`src/design/iasq_pkg.sv`:
```
// Shared types and constants for the intrusion alarm sequencer.
package iasq_pkg;

  // Configuration register indexes
  localparam logic [3:0] CFG_THRESHOLD  = 4'd0;
  localparam logic [3:0] CFG_SWEEP_MIN  = 4'd1;
  localparam logic [3:0] CFG_SWEEP_MAX  = 4'd2;
  localparam logic [3:0] CFG_SWEEP_STEP = 4'd3;
  localparam logic [3:0] CFG_SWEEP_IVL  = 4'd4;
  localparam logic [3:0] CFG_PREALARM   = 4'd5;
  localparam logic [3:0] CFG_LOST       = 4'd6;
  localparam logic [3:0] CFG_PATTERN    = 4'd7;

  // Tone command codes
  localparam logic [2:0] TONE_NONE    = 3'd0;
  localparam logic [2:0] TONE_PLAY    = 3'd1;
  localparam logic [2:0] TONE_BEEP    = 3'd2;
  localparam logic [2:0] TONE_TWO     = 3'd3;
  localparam logic [2:0] TONE_SILENCE = 3'd4;

  // Siren patterns
  localparam logic [1:0] PAT_SWEEP = 2'd1;
  localparam logic [1:0] PAT_CHIRP = 2'd2;
  localparam logic [1:0] PAT_DUAL  = 2'd3;

  // Distance check: 17 / 1000 scale
  localparam logic [19:0] ECHO_SCALE  = 20'd17;
  localparam logic [19:0] DIST_SCALE  = 20'd1000;

  // Pre-alarm beeps
  localparam logic [11:0] BEEP_TONE_INIT = 12'd3200;
  localparam logic [11:0] BEEP_TONE_MIN  = 12'd900;
  localparam logic [11:0] BEEP_TONE_STEP = 12'd200;
  localparam logic [9:0]  BEEP_GAP_INIT  = 10'd600;
  localparam logic [9:0]  BEEP_GAP_MIN   = 10'd120;
  localparam logic [9:0]  BEEP_GAP_STEP  = 10'd60;
  localparam logic [5:0]  BEEP_PULSE     = 6'd60;

  // Siren sweep
  localparam logic [11:0] SWEEP_FREQ_INIT = 12'd2600;
  localparam logic [11:0] SWEEP_FREQ_STEP = 12'd140;
  localparam logic [11:0] SWEEP_FREQ_HI   = 12'd3800;
  localparam logic [11:0] SWEEP_FREQ_LO   = 12'd2200;
  localparam int unsigned SWEEP_GAP_MS    = 40;

  // Siren chirp
  localparam logic [11:0] CHIRP_FREQ     = 12'd3500;
  localparam logic [11:0] CHIRP_FREQ_END = 12'd900;
  localparam logic [5:0]  CHIRP_PULSE    = 6'd20;
  localparam int unsigned CHIRP_GAP_MS   = 120;

  // Siren two-tone
  localparam logic [11:0] DUAL_FREQ_HI = 12'd3600;
  localparam logic [11:0] DUAL_FREQ_LO = 12'd2400;
  localparam int unsigned DUAL_GAP_MS  = 80;

  // Servo
  localparam logic [7:0] ANGLE_INIT = 8'd90;
  localparam logic [9:0] ANGLE_MAX  = 10'd180;

  // Result queue depth between front and back
  localparam int unsigned QDEPTH = 4;
  localparam int unsigned QAW    = 2;

  typedef struct packed {
    logic [8:0]  threshold;
    logic [7:0]  sweep_min;
    logic [7:0]  sweep_max;
    logic [5:0]  sweep_step;
    logic [15:0] sweep_ivl;
    logic [15:0] prealarm_ms;
    logic [15:0] lost_ms;
    logic [15:0] pattern_ms;
  } cfg_regs_t;

  // Classified item passed from front to back
  typedef struct packed {
    logic [31:0] now_ms;
    logic        detect;
  } qent_t;

  typedef struct packed {
    logic [2:0]  cmd;
    logic [11:0] freq;
    logic [11:0] freq_after;
    logic [5:0]  pulse;
  } tone_t;

endpackage

```
`src/design/iasq_queue.sv`:
```
// Short queue of classified items between the front and the back.
module iasq_queue import iasq_pkg::*; (
  input  logic  clk,
  input  logic  rst_n,
  input  logic  push,
  input  qent_t wdata,
  output logic  full,
  input  logic  pop,
  output qent_t rdata,
  output logic  empty
);

  qent_t          mem [QDEPTH];
  logic [QAW-1:0] wptr_r, rptr_r;
  logic [QAW:0]   count_r, count_nxt;
  logic           do_push, do_pop;

  assign full    = (count_r == (QAW+1)'(QDEPTH));
  assign empty   = (count_r == '0);
  assign do_push = push && !full;
  assign do_pop  = pop && !empty;
  assign rdata   = mem[rptr_r];

  always_comb begin
    count_nxt = count_r;
    if (do_push && !do_pop) count_nxt = count_r + 1'b1;
    if (!do_push && do_pop) count_nxt = count_r - 1'b1;
  end

  // Pointers and fill count
  always_ff @(posedge clk) begin
    if (!rst_n) begin
      wptr_r  <= '0;
      rptr_r  <= '0;
      count_r <= '0;
    end else begin
      if (do_push) wptr_r <= wptr_r + 1'b1;
      if (do_pop)  rptr_r <= rptr_r + 1'b1;
      count_r <= count_nxt;
    end
  end

  // Storage
  always_ff @(posedge clk) begin
    if (do_push) mem[wptr_r] <= wdata;
  end

endmodule

```
`src/design/iasq_front.sv`:
```
// Front end: accepts items and classifies the echo as detection or not.
module iasq_front import iasq_pkg::*; (
  input  logic        push,
  input  logic [31:0] in_now_ms,
  input  logic [14:0] in_echo_us,
  input  logic [8:0]  threshold,
  input  logic        q_full,
  output logic        q_push,
  output qent_t       q_data
);

  logic [19:0] echo_scaled;
  logic [19:0] thr_scaled;

  // floor(echo*17/1000) in [1, thr) is echo*17 in [1000, thr*1000)
  assign echo_scaled = {5'b0, in_echo_us} * ECHO_SCALE;
  assign thr_scaled  = {11'b0, threshold} * DIST_SCALE;

  assign q_push        = push && !q_full;
  assign q_data.now_ms = in_now_ms;
  assign q_data.detect = (in_echo_us != '0) && (echo_scaled >= DIST_SCALE) &&
                         (echo_scaled < thr_scaled);

endmodule

```
`src/design/iasq_back.sv`:
```
// Back end: alarm sequencer state and the result buffer that drains one result a pop.
module iasq_back import iasq_pkg::*; #(
  parameter int TIME_BITS = 32
) (
  input  logic        clk,
  input  logic        rst_n,
  input  cfg_regs_t   cfg,
  input  logic        q_empty,
  input  qent_t       q_data,
  output logic        q_pop,
  input  logic        pop,
  output logic        empty,
  output logic        out_red_led,
  output logic [7:0]  out_servo_angle,
  output logic        out_servo_moved,
  output logic [2:0]  out_tone_cmd,
  output logic [11:0] out_tone_freq,
  output logic [11:0] out_tone_freq_after,
  output logic [5:0]  out_pulse_ms,
  output logic        out_last
);

  typedef logic [TIME_BITS-1:0] tm_t;

  function automatic tm_t elapsed(input tm_t a, input tm_t b);
    return a - b;
  endfunction

  // Sequencer state
  logic        prealarm_r, prealarm_nxt;
  logic        alarm_r, alarm_nxt;
  tm_t         last_seen_r, last_seen_nxt;
  tm_t         pre_start_r, pre_start_nxt;
  tm_t         last_beep_r, last_beep_nxt;
  logic [11:0] beep_tone_r, beep_tone_nxt;
  logic [9:0]  beep_gap_r, beep_gap_nxt;
  logic [1:0]  pattern_r, pattern_nxt;
  tm_t         pat_switch_r, pat_switch_nxt;
  tm_t         last_sound_r, last_sound_nxt;
  logic [11:0] sweep_freq_r, sweep_freq_nxt;
  logic        rising_r, rising_nxt;
  logic        dual_hi_r, dual_hi_nxt;
  logic [7:0]  angle_r, angle_nxt;
  logic        down_r, down_nxt;
  tm_t         last_servo_r, last_servo_nxt;

  // Result buffer
  logic        buf_valid_r;
  logic        buf_led_r, buf_moved_r;
  logic [7:0]  buf_angle_r;
  tone_t       buf_tone_r [3];
  logic [1:0]  buf_cnt_r, buf_idx_r;

  // Per-item combinational results
  tm_t         now;
  tm_t         since;
  logic        led, moved;
  logic [1:0]  n;
  tone_t       tones [3];
  logic signed [9:0] ang_sum;
  logic        load, buf_last;

  assign buf_last = (buf_idx_r == buf_cnt_r - 2'd1);
  assign load     = !q_empty && (!buf_valid_r || (pop && buf_last));
  assign q_pop    = load;

  // Evaluate one item against the current state
  always_comb begin
    now            = TIME_BITS'(q_data.now_ms);
    since          = '0;
    prealarm_nxt   = prealarm_r;
    alarm_nxt      = alarm_r;
    last_seen_nxt  = last_seen_r;
    pre_start_nxt  = pre_start_r;
    last_beep_nxt  = last_beep_r;
    beep_tone_nxt  = beep_tone_r;
    beep_gap_nxt   = beep_gap_r;
    pattern_nxt    = pattern_r;
    pat_switch_nxt = pat_switch_r;
    last_sound_nxt = last_sound_r;
    sweep_freq_nxt = sweep_freq_r;
    rising_nxt     = rising_r;
    dual_hi_nxt    = dual_hi_r;
    angle_nxt      = angle_r;
    down_nxt       = down_r;
    last_servo_nxt = last_servo_r;
    moved          = 1'b0;
    ang_sum        = '0;
    n              = '0;
    for (int i = 0; i < 3; i++) tones[i] = '0;

    // Detection
    if (q_data.detect) begin
      last_seen_nxt = now;
      if (!prealarm_r && !alarm_r) begin
        prealarm_nxt  = 1'b1;
        pre_start_nxt = now;
        beep_tone_nxt = BEEP_TONE_INIT;
        beep_gap_nxt  = BEEP_GAP_INIT;
      end
    end
    led = prealarm_nxt || alarm_nxt;

    // Pre-alarm beeps and hand-over to the siren
    if (prealarm_nxt) begin
      if (elapsed(now, last_beep_nxt) > TIME_BITS'(beep_gap_nxt)) begin
        tones[n] = '{cmd: TONE_BEEP, freq: beep_tone_nxt, freq_after: '0, pulse: BEEP_PULSE};
        n = n + 2'd1;
        if (beep_tone_nxt > BEEP_TONE_MIN) beep_tone_nxt = beep_tone_nxt - BEEP_TONE_STEP;
        if (beep_gap_nxt > BEEP_GAP_MIN) beep_gap_nxt = beep_gap_nxt - BEEP_GAP_STEP;
        last_beep_nxt = now;
      end
      if (elapsed(now, pre_start_nxt) > TIME_BITS'(cfg.prealarm_ms)) begin
        prealarm_nxt   = 1'b0;
        alarm_nxt      = 1'b1;
        pattern_nxt    = PAT_SWEEP;
        pat_switch_nxt = now;
        sweep_freq_nxt = SWEEP_FREQ_INIT;
        rising_nxt     = 1'b1;
      end
    end

    // Siren patterns
    if (alarm_nxt) begin
      if (elapsed(now, pat_switch_nxt) > TIME_BITS'(cfg.pattern_ms)) begin
        pattern_nxt    = (pattern_nxt >= PAT_DUAL) ? PAT_SWEEP : pattern_nxt + 2'd1;
        pat_switch_nxt = now;
      end
      since = elapsed(now, last_sound_nxt);
      if (pattern_nxt == PAT_SWEEP && since > TIME_BITS'(SWEEP_GAP_MS)) begin
        sweep_freq_nxt = rising_nxt ? sweep_freq_nxt + SWEEP_FREQ_STEP
                                    : sweep_freq_nxt - SWEEP_FREQ_STEP;
        if (sweep_freq_nxt >= SWEEP_FREQ_HI) rising_nxt = 1'b0;
        if (sweep_freq_nxt <= SWEEP_FREQ_LO) rising_nxt = 1'b1;
        tones[n] = '{cmd: TONE_PLAY, freq: sweep_freq_nxt, freq_after: '0, pulse: '0};
        n = n + 2'd1;
        last_sound_nxt = now;
      end else if (pattern_nxt == PAT_CHIRP && since > TIME_BITS'(CHIRP_GAP_MS)) begin
        tones[n] = '{cmd: TONE_TWO, freq: CHIRP_FREQ, freq_after: CHIRP_FREQ_END,
                     pulse: CHIRP_PULSE};
        n = n + 2'd1;
        last_sound_nxt = now;
      end else if (pattern_nxt == PAT_DUAL && since > TIME_BITS'(DUAL_GAP_MS)) begin
        tones[n] = '{cmd: TONE_PLAY, freq: dual_hi_nxt ? DUAL_FREQ_HI : DUAL_FREQ_LO,
                     freq_after: '0, pulse: '0};
        n = n + 2'd1;
        dual_hi_nxt    = !dual_hi_nxt;
        last_sound_nxt = now;
      end
    end

    // Servo sweep while idle
    if (!prealarm_nxt && !alarm_nxt) begin
      if (elapsed(now, last_servo_nxt) > TIME_BITS'(cfg.sweep_ivl)) begin
        ang_sum = down_nxt ? $signed({2'b00, angle_nxt}) - $signed({4'b0000, cfg.sweep_step})
                           : $signed({2'b00, angle_nxt}) + $signed({4'b0000, cfg.sweep_step});
        if (ang_sum < 0) ang_sum = '0;
        if (ang_sum > $signed(ANGLE_MAX)) ang_sum = $signed(ANGLE_MAX);
        angle_nxt = ang_sum[7:0];
        if (angle_nxt >= cfg.sweep_max) down_nxt = 1'b1;
        if (angle_nxt <= cfg.sweep_min) down_nxt = 1'b0;
        last_servo_nxt = now;
        moved          = 1'b1;
      end
    end

    // Target lost: clear everything
    if ((prealarm_nxt || alarm_nxt) &&
        elapsed(now, last_seen_nxt) > TIME_BITS'(cfg.lost_ms)) begin
      prealarm_nxt = 1'b0;
      alarm_nxt    = 1'b0;
      tones[n]     = '{cmd: TONE_SILENCE, freq: '0, freq_after: '0, pulse: '0};
      n = n + 2'd1;
    end

    if (n == '0) begin
      tones[0] = '{cmd: TONE_NONE, freq: '0, freq_after: '0, pulse: '0};
      n = 2'd1;
    end
  end

  // State update on each loaded item
  always_ff @(posedge clk) begin
    if (!rst_n) begin
      prealarm_r   <= 1'b0;
      alarm_r      <= 1'b0;
      last_seen_r  <= '0;
      pre_start_r  <= '0;
      last_beep_r  <= '0;
      beep_tone_r  <= BEEP_TONE_INIT;
      beep_gap_r   <= BEEP_GAP_INIT;
      pattern_r    <= PAT_SWEEP;
      pat_switch_r <= '0;
      last_sound_r <= '0;
      sweep_freq_r <= SWEEP_FREQ_INIT;
      rising_r     <= 1'b1;
      dual_hi_r    <= 1'b1;
      angle_r      <= ANGLE_INIT;
      down_r       <= 1'b0;
      last_servo_r <= '0;
    end else if (load) begin
      prealarm_r   <= prealarm_nxt;
      alarm_r      <= alarm_nxt;
      last_seen_r  <= last_seen_nxt;
      pre_start_r  <= pre_start_nxt;
      last_beep_r  <= last_beep_nxt;
      beep_tone_r  <= beep_tone_nxt;
      beep_gap_r   <= beep_gap_nxt;
      pattern_r    <= pattern_nxt;
      pat_switch_r <= pat_switch_nxt;
      last_sound_r <= last_sound_nxt;
      sweep_freq_r <= sweep_freq_nxt;
      rising_r     <= rising_nxt;
      dual_hi_r    <= dual_hi_nxt;
      angle_r      <= angle_nxt;
      down_r       <= down_nxt;
      last_servo_r <= last_servo_nxt;
    end
  end

  // Result buffer control
  always_ff @(posedge clk) begin
    if (!rst_n) begin
      buf_valid_r <= 1'b0;
      buf_idx_r   <= '0;
    end else if (load) begin
      buf_valid_r <= 1'b1;
      buf_idx_r   <= '0;
    end else if (pop && buf_valid_r) begin
      if (buf_last) buf_valid_r <= 1'b0;
      else          buf_idx_r   <= buf_idx_r + 2'd1;
    end
  end

  // Result buffer payload
  always_ff @(posedge clk) begin
    if (load) begin
      buf_led_r   <= led;
      buf_moved_r <= moved;
      buf_angle_r <= angle_nxt;
      buf_cnt_r   <= n;
      for (int i = 0; i < 3; i++) buf_tone_r[i] <= tones[i];
    end
  end

  assign empty               = !buf_valid_r;
  assign out_red_led         = buf_led_r;
  assign out_servo_angle     = buf_angle_r;
  assign out_servo_moved     = buf_moved_r;
  assign out_tone_cmd        = buf_tone_r[buf_idx_r].cmd;
  assign out_tone_freq       = buf_tone_r[buf_idx_r].freq;
  assign out_tone_freq_after = buf_tone_r[buf_idx_r].freq_after;
  assign out_pulse_ms        = buf_tone_r[buf_idx_r].pulse;
  assign out_last            = buf_last;

endmodule

```
`src/design/intrusion_alarm_sequencer_core.sv`:
```
// An accepted item passes through the queue and then the result buffer before it shows.
// Throughput: one item per cycle while the queue is not full; an item with n results
// holds the output for n pops, set by the single result buffer that drains one result
// per pop. A four-entry queue lets the front keep accepting while results wait.
// Synchronous active-low reset loads control and sequencer state to defaults.
module intrusion_alarm_sequencer_core import iasq_pkg::*; #(
  parameter int TIME_BITS = 32
) (
  input  logic        clk,
  input  logic        rst_n,
  input  logic        push,
  output logic        full,
  input  logic [31:0] in_now_ms,
  input  logic [14:0] in_echo_us,
  output logic        empty,
  input  logic        pop,
  output logic        out_red_led,
  output logic [7:0]  out_servo_angle,
  output logic        out_servo_moved,
  output logic [2:0]  out_tone_cmd,
  output logic [11:0] out_tone_freq,
  output logic [11:0] out_tone_freq_after,
  output logic [5:0]  out_pulse_ms,
  output logic        out_last,
  input  logic        cfg_valid,
  output logic        cfg_ready,
  input  logic [3:0]  cfg_index,
  input  logic [15:0] cfg_data
);

  cfg_regs_t cfg_r;
  logic      q_push, q_full, q_pop, q_empty;
  qent_t     q_wdata, q_rdata;

  assign cfg_ready = 1'b1;

  // Configuration registers
  always_ff @(posedge clk) begin
    if (!rst_n) begin
      cfg_r.threshold   <= 9'd25;
      cfg_r.sweep_min   <= 8'd30;
      cfg_r.sweep_max   <= 8'd150;
      cfg_r.sweep_step  <= 6'd2;
      cfg_r.sweep_ivl   <= 16'd25;
      cfg_r.prealarm_ms <= 16'd4000;
      cfg_r.lost_ms     <= 16'd1500;
      cfg_r.pattern_ms  <= 16'd5000;
    end else if (cfg_valid) begin
      case (cfg_index)
        CFG_THRESHOLD:  cfg_r.threshold   <= cfg_data[8:0];
        CFG_SWEEP_MIN:  cfg_r.sweep_min   <= cfg_data[7:0];
        CFG_SWEEP_MAX:  cfg_r.sweep_max   <= cfg_data[7:0];
        CFG_SWEEP_STEP: cfg_r.sweep_step  <= cfg_data[5:0];
        CFG_SWEEP_IVL:  cfg_r.sweep_ivl   <= cfg_data;
        CFG_PREALARM:   cfg_r.prealarm_ms <= cfg_data;
        CFG_LOST:       cfg_r.lost_ms     <= cfg_data;
        CFG_PATTERN:    cfg_r.pattern_ms  <= cfg_data;
        default: ;
      endcase
    end
  end

  iasq_front u_front (
    .push       (push),
    .in_now_ms  (in_now_ms),
    .in_echo_us (in_echo_us),
    .threshold  (cfg_r.threshold),
    .q_full     (q_full),
    .q_push     (q_push),
    .q_data     (q_wdata)
  );

  assign full = q_full;

  iasq_queue u_queue (
    .clk   (clk),
    .rst_n (rst_n),
    .push  (q_push),
    .wdata (q_wdata),
    .full  (q_full),
    .pop   (q_pop),
    .rdata (q_rdata),
    .empty (q_empty)
  );

  iasq_back #(.TIME_BITS(TIME_BITS)) u_back (
    .clk                 (clk),
    .rst_n               (rst_n),
    .cfg                 (cfg_r),
    .q_empty             (q_empty),
    .q_data              (q_rdata),
    .q_pop               (q_pop),
    .pop                 (pop),
    .empty               (empty),
    .out_red_led         (out_red_led),
    .out_servo_angle     (out_servo_angle),
    .out_servo_moved     (out_servo_moved),
    .out_tone_cmd        (out_tone_cmd),
    .out_tone_freq       (out_tone_freq),
    .out_tone_freq_after (out_tone_freq_after),
    .out_pulse_ms        (out_pulse_ms),
    .out_last            (out_last)
  );

endmodule

```
`config.mk`:
```
export PLATFORM = sky130hd
export DESIGN_NAME = intrusion_alarm_sequencer_core
export DESIGN_NICKNAME = d
export VERILOG_FILES = /design/src/design/iasq_pkg.sv /design/src/design/iasq_queue.sv /design/src/design/iasq_front.sv /design/src/design/iasq_back.sv /design/src/design/intrusion_alarm_sequencer_core.sv
export SDC_FILE = /design/constraint.sdc
export NUM_CORES = 2
export LEC_CHECK = 0
export BUFFER_PORTS_ARGS = -buffer_cell sky130_fd_sc_hd__buf_4
export CAP_MARGIN = 30
export CORE_MARGIN = 5
export CORE_UTILIZATION = 40
export CTS_CLUSTER_SIZE = 14
export DETAILED_ROUTE_END_ITERATION = 7
export SLEW_MARGIN = 20
export SYNTH_ARGS = -nofsm -noshare
export SYNTH_HDL_FRONTEND = slang
export SYNTH_HIERARCHICAL = 1
export SYNTH_SLANG_ARGS = --single-unit
```
`constraint.sdc`:
```
create_clock -name clk -period 24.5 [get_ports clk]
set_input_delay 7.35 -clock clk [delete_from_list [all_inputs] [get_ports clk]]
set_output_delay 7.35 -clock clk [all_outputs]
set_load 0.005 [all_outputs]
```
Yosys cells after proc, flatten, opt, wreduce, memory -nomap -nowiden
Memories as Yosys holds them, arrays and structs flattened. A register that Yosys moved wholly into a read port is not among the register bits.
Index checks and enable logic that the tools add are counted.
Word-level totals
  register bits: 358
  memory bits (writable): 231
  input bits: 72
  output and inout bits: 47
  logic and storage cells: 253
  memories: 2
Memory list
  u_queue.mem: words 4, bits a word 33, rd ports 1, clocked after memory_dff 1, wr ports 1, line iasq_queue.sv:13  | qent_t mem [QDEPTH];
  u_back.buf_tone_r: words 3, bits a word 33, rd ports 1, clocked after memory_dff 1, wr ports 3, line iasq_back.sv:51  | tone_t buf_tone_r [3];
Operators by class
  add/sub/neg operators: 21
  multiply operators: 2
  magnitude comparators: 23
  equal/unequal tests: 12
  mux-type cells: 92
  bitwise logic cells: 12
  reduce and logical (&&, ||, !) cells: 56
Operator list (count)
  99-bit two-way mux: 5
  32-bit two-way mux: 11
  99-bit bitwise mux: 2
  32-bit subtractor: 6
  33-bit demux with 2-bit select: 2
  33-bit two-way mux: 4
  32-bit by 16-bit greater-than comparator with 1-bit output: 4
  12-bit two-way mux: 10
  96-bit bitwise AND: 1
  96-bit inverter: 1
  10-bit two-way mux: 9
  32-bit by 7-bit greater-than comparator with 1-bit output (second input constant): 2
  54-bit bitwise AND: 1
  54-bit inverter: 1
  45-bit OR: 1
  8-bit two-way mux: 5
  32-bit by 10-bit greater-than comparator with 1-bit output: 1
  32-bit by 6-bit greater-than comparator with 1-bit output (second input constant): 1
  2-bit two-way mux: 16
  1-bit two-way mux: 25
  12-bit by 8-bit subtractor with 12-bit output (second input constant): 2
  20-bit by 10-bit >= comparator with 1-bit output (second input constant): 1
  20-bit by 19-bit less-than comparator with 1-bit output: 1
  15-bit by 5-bit multiplier with 20-bit output (second input constant): 1
  46 further kinds: 105

Logic depth before layout (Yosys ltp)
  depth after elaboration: 27
  mapped depth: 74
  depth with buffers taken out: 66

By module
The synthesis kept the hierarchy.
By module, submodules not included
  iasq_back: instances 1, cells an instance 3508, area each 26618.0 sq um, seq. area each 6276.0 sq um
  iasq_queue: instances 1, cells an instance 227, area each 5291.3 sq um, seq. area each 4144.0 sq um
  intrusion_alarm_sequencer_core: instances 1, cells an instance 364, area each 3686.0 sq um, seq. area each 1901.8 sq um
  iasq_front: instances 1, cells an instance 340, area each 2939.1 sq um, seq. area each 0.0 sq um

Least setup slack after synthesis
Ideal clock, no wire load.
  path type: register to register
  start: register (tool-made name)
  end: memory u_back/buf_tone_r[0][18] in the netlist's numbering (data pin)
  setup time: 0.268 ns
  data arrival time: 14.712 ns
  data required time: 24.232 ns
  path slack: 9.520 ns
  stages on the path, launching flop included: 70
  path buffers: 9
  clock period less this slack: 14.980 ns
  cells stage by stage: dfxtp_1 -> clkbuf_1 -> buf_2 -> mux4_2 -> buf_4 -> nor3b_4 -> buf_6 -> buf_2 -> buf_1 -> buf_1 -> mux2i_1 -> ha_1 -> inv_1 -> o31a_1 -> a31oi_1 -> nor4_1 -> a21oi_1 -> xor2_1 -> [34 not listed] -> o21ai_0 -> or3_1 -> a21oi_1 -> nand2_1 -> o31ai_1 -> o2111ai_1 -> nor4_4 -> nand3_4 -> o2bb2ai_1 -> ha_1 -> nor3_2 -> or2_1 -> o21ai_1 -> inv_1 -> ha_1 -> o311ai_4 -> a31oi_2 -> nor2_1
RTL lines (line)
  to (decl): iasq_back.sv:51

==> key figures <==
Status
  – Outcome: finished clean

Yosys
  – Warnings from Yosys: 6
  – Seq cells post-synth: 527
  – Simple logic cell fraction of the synthesized area: 17.5%
  – Synth Instances: 4439
  – Multiplexer share of the synthesized area: 8.89%
  – Synthesized cell area: 38500 sq um
  – Average cell area after synthesis: approximately 8.7 sq um
  – Share of the synthesized area in compound gates (AO/OA/AOI/OAI): 17.4%
  – Async set-reset flop share out of synthesis: 0%
  – Fraction of the mapped netlist area in adder cells: 14.2%
  – Most used flip-flop cell after synthesis: sky130_fd_sc_hd__dfxtp_1
  – Sequential-to-total area share from yosys stat: 32.0%
  – Largest family of logic cells by synthesized area: simple AND/OR/NAND/NOR gates
  – EDFF count, synth: 177
  – Library cells used by synthesis: roughly 120
  – Xor/xnor share of the synthesized area: 3.43%

Die
  – Die Ht: ~320 microns
  – Starting Density: 40.4%
  – Core Rows: 113
  – Count of boundary I/O pins: roughly 120
  – Chip width: 320 microns
  – Core Region: 95300 sq um
  – Die area: 103000 sq um

Timing
  – Number of setup violations in the final report: 0
  – Final critical-path required period: 17.03 ns
  – Setup repair after global routing missed its margin: false
  – Setup total negative slack: 0 ns
  – Layout Skew: 0.0525 ns
  – Pin slew with the least headroom to its limit: 0.993 ns
  – Normalized max-slew margin: 32.1%
  – Worst slack on hold paths: 0.454 ns
  – Highest Clock Rate: a little under 60 MHz
  – Final slew viol count: 0
  – Final Cycle Share: 69.5%
  – Final hold viol count: 0

Placed design
  – Detailed Place HPWL: 77.7 mm
  – Gp weighted congestion: a little over 0.9
  – Port buffer count: 107

Route
  – Total wire length: between 100 and 150 mm
  – ANT nets after route: 0
  – Drc violations: 0
  – Detailed-routing iteration count for the pre-antenna-repair pass: 6
  – Iteration-0 DRC Markers: 2038
  – Routed vias: 31.7k
  – Mean routed wirelength per cell: ~19 microns
  – DR vias/cell: 5.49

Finish
  – Number of nets in the final layout: 4933
  – Fraction of layout cells with a size suffix above 1: 8.65%
  – Area taken by flip-flops and latches: around 12000 sq um
  – Multi-input logic area: 23700 sq um
  – Fillcell total: 9578
  – Post-synthesis to final-layout area growth: 9.94%

Clock tree
  – Maximum number of buffers from clock root to sink: 3
  – CTS tree: done
  – Clock transition at the registers of the reported paths: 0.06 ns
  – H-tree depth: 2
  – Post-CTS setup repair buffer count: 0
  – Clock root buffer master: sky130_fd_sc_hd__clkbuf_16
  – Post-CTS Hold Buffers: 0
  – Clock insertion delay at the later pin of the skew report: 0.67 ns
  – Count of clock tree sinks: 527
  – Number of gates resized after CTS: 0
  – Total CTS buffers: 60

Worst setup path
  – Critical path type: reg -> reg
  – Cell type of the slowest stage on the worst timing path: sky130_fd_sc_hd__o2bb2ai_1
  – Launching element type of the critical path: flop
  – Crit-path max cell delay: between 0.5 and 0.6 ns
  – Maximum net fanout on the critical path: 47
  – CP endpoint kind: flop
  – Data required time of the worst path: 24.89 ns
  – Data arrival time of the critical path: roughly 17 ns
  – Cell seen most often among critical-path stages: sky130_fd_sc_hd__ha_1

Global routing
  – GRT Resource Usage Total: 20.1%
  – Global-route wire length before repair: 167 mm
  – GRT Residual Overflow: 0
  – Vias in the first global route: 29.5k
  – Maximum number of pins on one net before global-route repair: 91
  – Initial antenna violation count: 2

Worst hold path
  – Class of the tightest hold or removal check: reg -> reg
  – Start point of the worst hold path: u_back/pat_switch_r[16]

Run
  – MaxCap Viol Count: 0
final timing paths:
path	endpoint	slack, ns	cells past startpoint
min	u_back/pat_switch_r[16]	0.45	2
max	u_back/buf_tone_r[0][23]	7.47	65
max reg2reg	u_back/buf_tone_r[0][23]	7.47	65
min reg2reg	u_back/pat_switch_r[16]	0.45	2
layer usage:
layer	vias to the layer above	track usage, %	share of wire [%]
li1	15700	-	-
met2	691	32.8	45
met1	15100	28.7	48
met5	-	0	0.019
met4	2	5.00	2.4
met3	106	2.37	4.7
synth_stat cells (34+ instances only):
master | count | area share [%]
sky130_fd_sc_hd__buf_4 | 51 | 0.99
sky130_fd_sc_hd__inv_1 | 367 | 3.6
sky130_fd_sc_hd__xor2_1 | 57 | 1.3
sky130_fd_sc_hd__nor2b_1 | 86 | 1.4
sky130_fd_sc_hd__a211oi_1 | 80 | 1.6
sky130_fd_sc_hd__clkbuf_1 | 119 | 1.2
sky130_fd_sc_hd__mux2i_1 | 248 | 6.4
sky130_fd_sc_hd__nand4_1 | 41 | 0.67
sky130_fd_sc_hd__o21a_1 | 40 | 0.78
sky130_fd_sc_hd__nand3_1 | 67 | 0.87
sky130_fd_sc_hd__nor3_1 | 58 | 0.75
sky130_fd_sc_hd__o21ai_0 | 211 | 2.7
sky130_fd_sc_hd__a21oi_1 | 336 | 4.4
sky130_fd_sc_hd__xnor2_1 | 94 | 2.1
sky130_fd_sc_hd__dfxtp_1 | 350 | 18
sky130_fd_sc_hd__a21o_1 | 69 | 1.3
sky130_fd_sc_hd__edfxtp_1 | 177 | 14
sky130_fd_sc_hd__fa_1 | 34 | 1.8
sky130_fd_sc_hd__nand2b_1 | 76 | 1.2
sky130_fd_sc_hd__ha_1 | 370 | 12
sky130_fd_sc_hd__nor2_1 | 494 | 4.8
sky130_fd_sc_hd__nand2_1 | 398 | 3.9
per-stage QoR:
step / cells / area (sq um) / util (%) / setup slack, ns
5_1_grt: 5772 / 42400 / 44.5 / 6.14
6_report: 5774 / 42400 / 44.5 / 7.47
4_1_cts: 5770 / 42300 / 44.4 / 7.60
2_1_floorplan: 4448 / 38600 / - / 9.52
3_5_place_dp: 5658 / 40200 / 42.2 / 7.69
3_3_place_gp: 5654 / 40200 / 42.2 / 8.07
sequential cells by signal (all words and copies together) (netlist names), 2 cells and up, named ones only:
| register | count |
|---|---|
| u_back/out_servo_angle | 8 |
| u_back/last_seen_r | 32 |
| u_back/beep_tone_r | 12 |
| u_queue/wptr_r | 2 |
| u_back/sweep_freq_r | 12 |
| u_back/pat_switch_r | 32 |
| u_queue/count_r | 3 |
| u_back/buf_cnt_r | 2 |
| u_back/pattern_r | 2 |
| u_back/beep_gap_r | 10 |
| u_back/last_servo_r | 32 |
| u_back/angle_r | 8 |
| u_back/pre_start_r | 32 |
| u_back/buf_idx_r | 2 |
| u_queue/mem | 132 |
| cfg_r | 95 |
| u_back/last_sound_r | 32 |
| u_back/buf_tone_r | 33 |
| u_back/last_beep_r | 32 |
| u_queue/rptr_r | 2 |
cell families after synthesis:
| logic type | count (synthesis) |
|---|---|
| buffers and inverters | 588 |
| and+or+nand+nor | 1419 |
| other | 2 |
| adders and majority gates | 419 |
| xor gates and xnor gates | 151 |
| DFF | 527 |
| AOI/OAI and AO/OA | 1035 |
| muxes | 298 |
placed cells by master (no fill, tap or decap), types with 33 or more instances in the layout:
master                      count
sky130_fd_sc_hd__a211oi_1      80
sky130_fd_sc_hd__a21o_1        69
sky130_fd_sc_hd__a21oi_1      336
sky130_fd_sc_hd__and2_1        33
sky130_fd_sc_hd__and3_1        33
sky130_fd_sc_hd__buf_4        159
sky130_fd_sc_hd__clkbuf_16     60
sky130_fd_sc_hd__dfxtp_1      349
sky130_fd_sc_hd__edfxtp_1     177
sky130_fd_sc_hd__fa_1          34
sky130_fd_sc_hd__ha_1         370
sky130_fd_sc_hd__inv_1        366
sky130_fd_sc_hd__mux2i_1      248
sky130_fd_sc_hd__mux4_2        33
sky130_fd_sc_hd__nand2_1      398
sky130_fd_sc_hd__nand2b_1      76
sky130_fd_sc_hd__nand3_1       66
sky130_fd_sc_hd__nand4_1       41
sky130_fd_sc_hd__nor2_1       493
sky130_fd_sc_hd__nor2b_1       86
sky130_fd_sc_hd__nor3_1        58
sky130_fd_sc_hd__o21a_1        40
sky130_fd_sc_hd__o21ai_0      211
sky130_fd_sc_hd__xnor2_1       94
sky130_fd_sc_hd__xor2_1        57
layout make-up:
type                       instances  share of cell area [%]
antenna                            2                  0.0118
clock buffer                      73                    3.78
clock inverter                    39                    1.10
inverter                         370                    3.30
multi-input combinational       3333                    55.9
sequential                       527                    29.1
tap                             1265                    3.74
timing repair buffer             165                    3.05
critical path: cells and delay by family (launching register included):
family                   cells  cell delay (ns)
AO/OA/AOI/OAI               26             6.16
XOR/XNOR                     2             0.41
adder cells (fa/ha/maj)     12             3.38
buffers and inverters        5             1.59
flip-flops                   1             0.31
multiplexers                 2             0.55
AND/OR/NAND/NOR             18             4.29
Power is left out: the tool's default activity adds up to more than one toggle a clock period on the data nets, which glitch-free logic cannot reach.
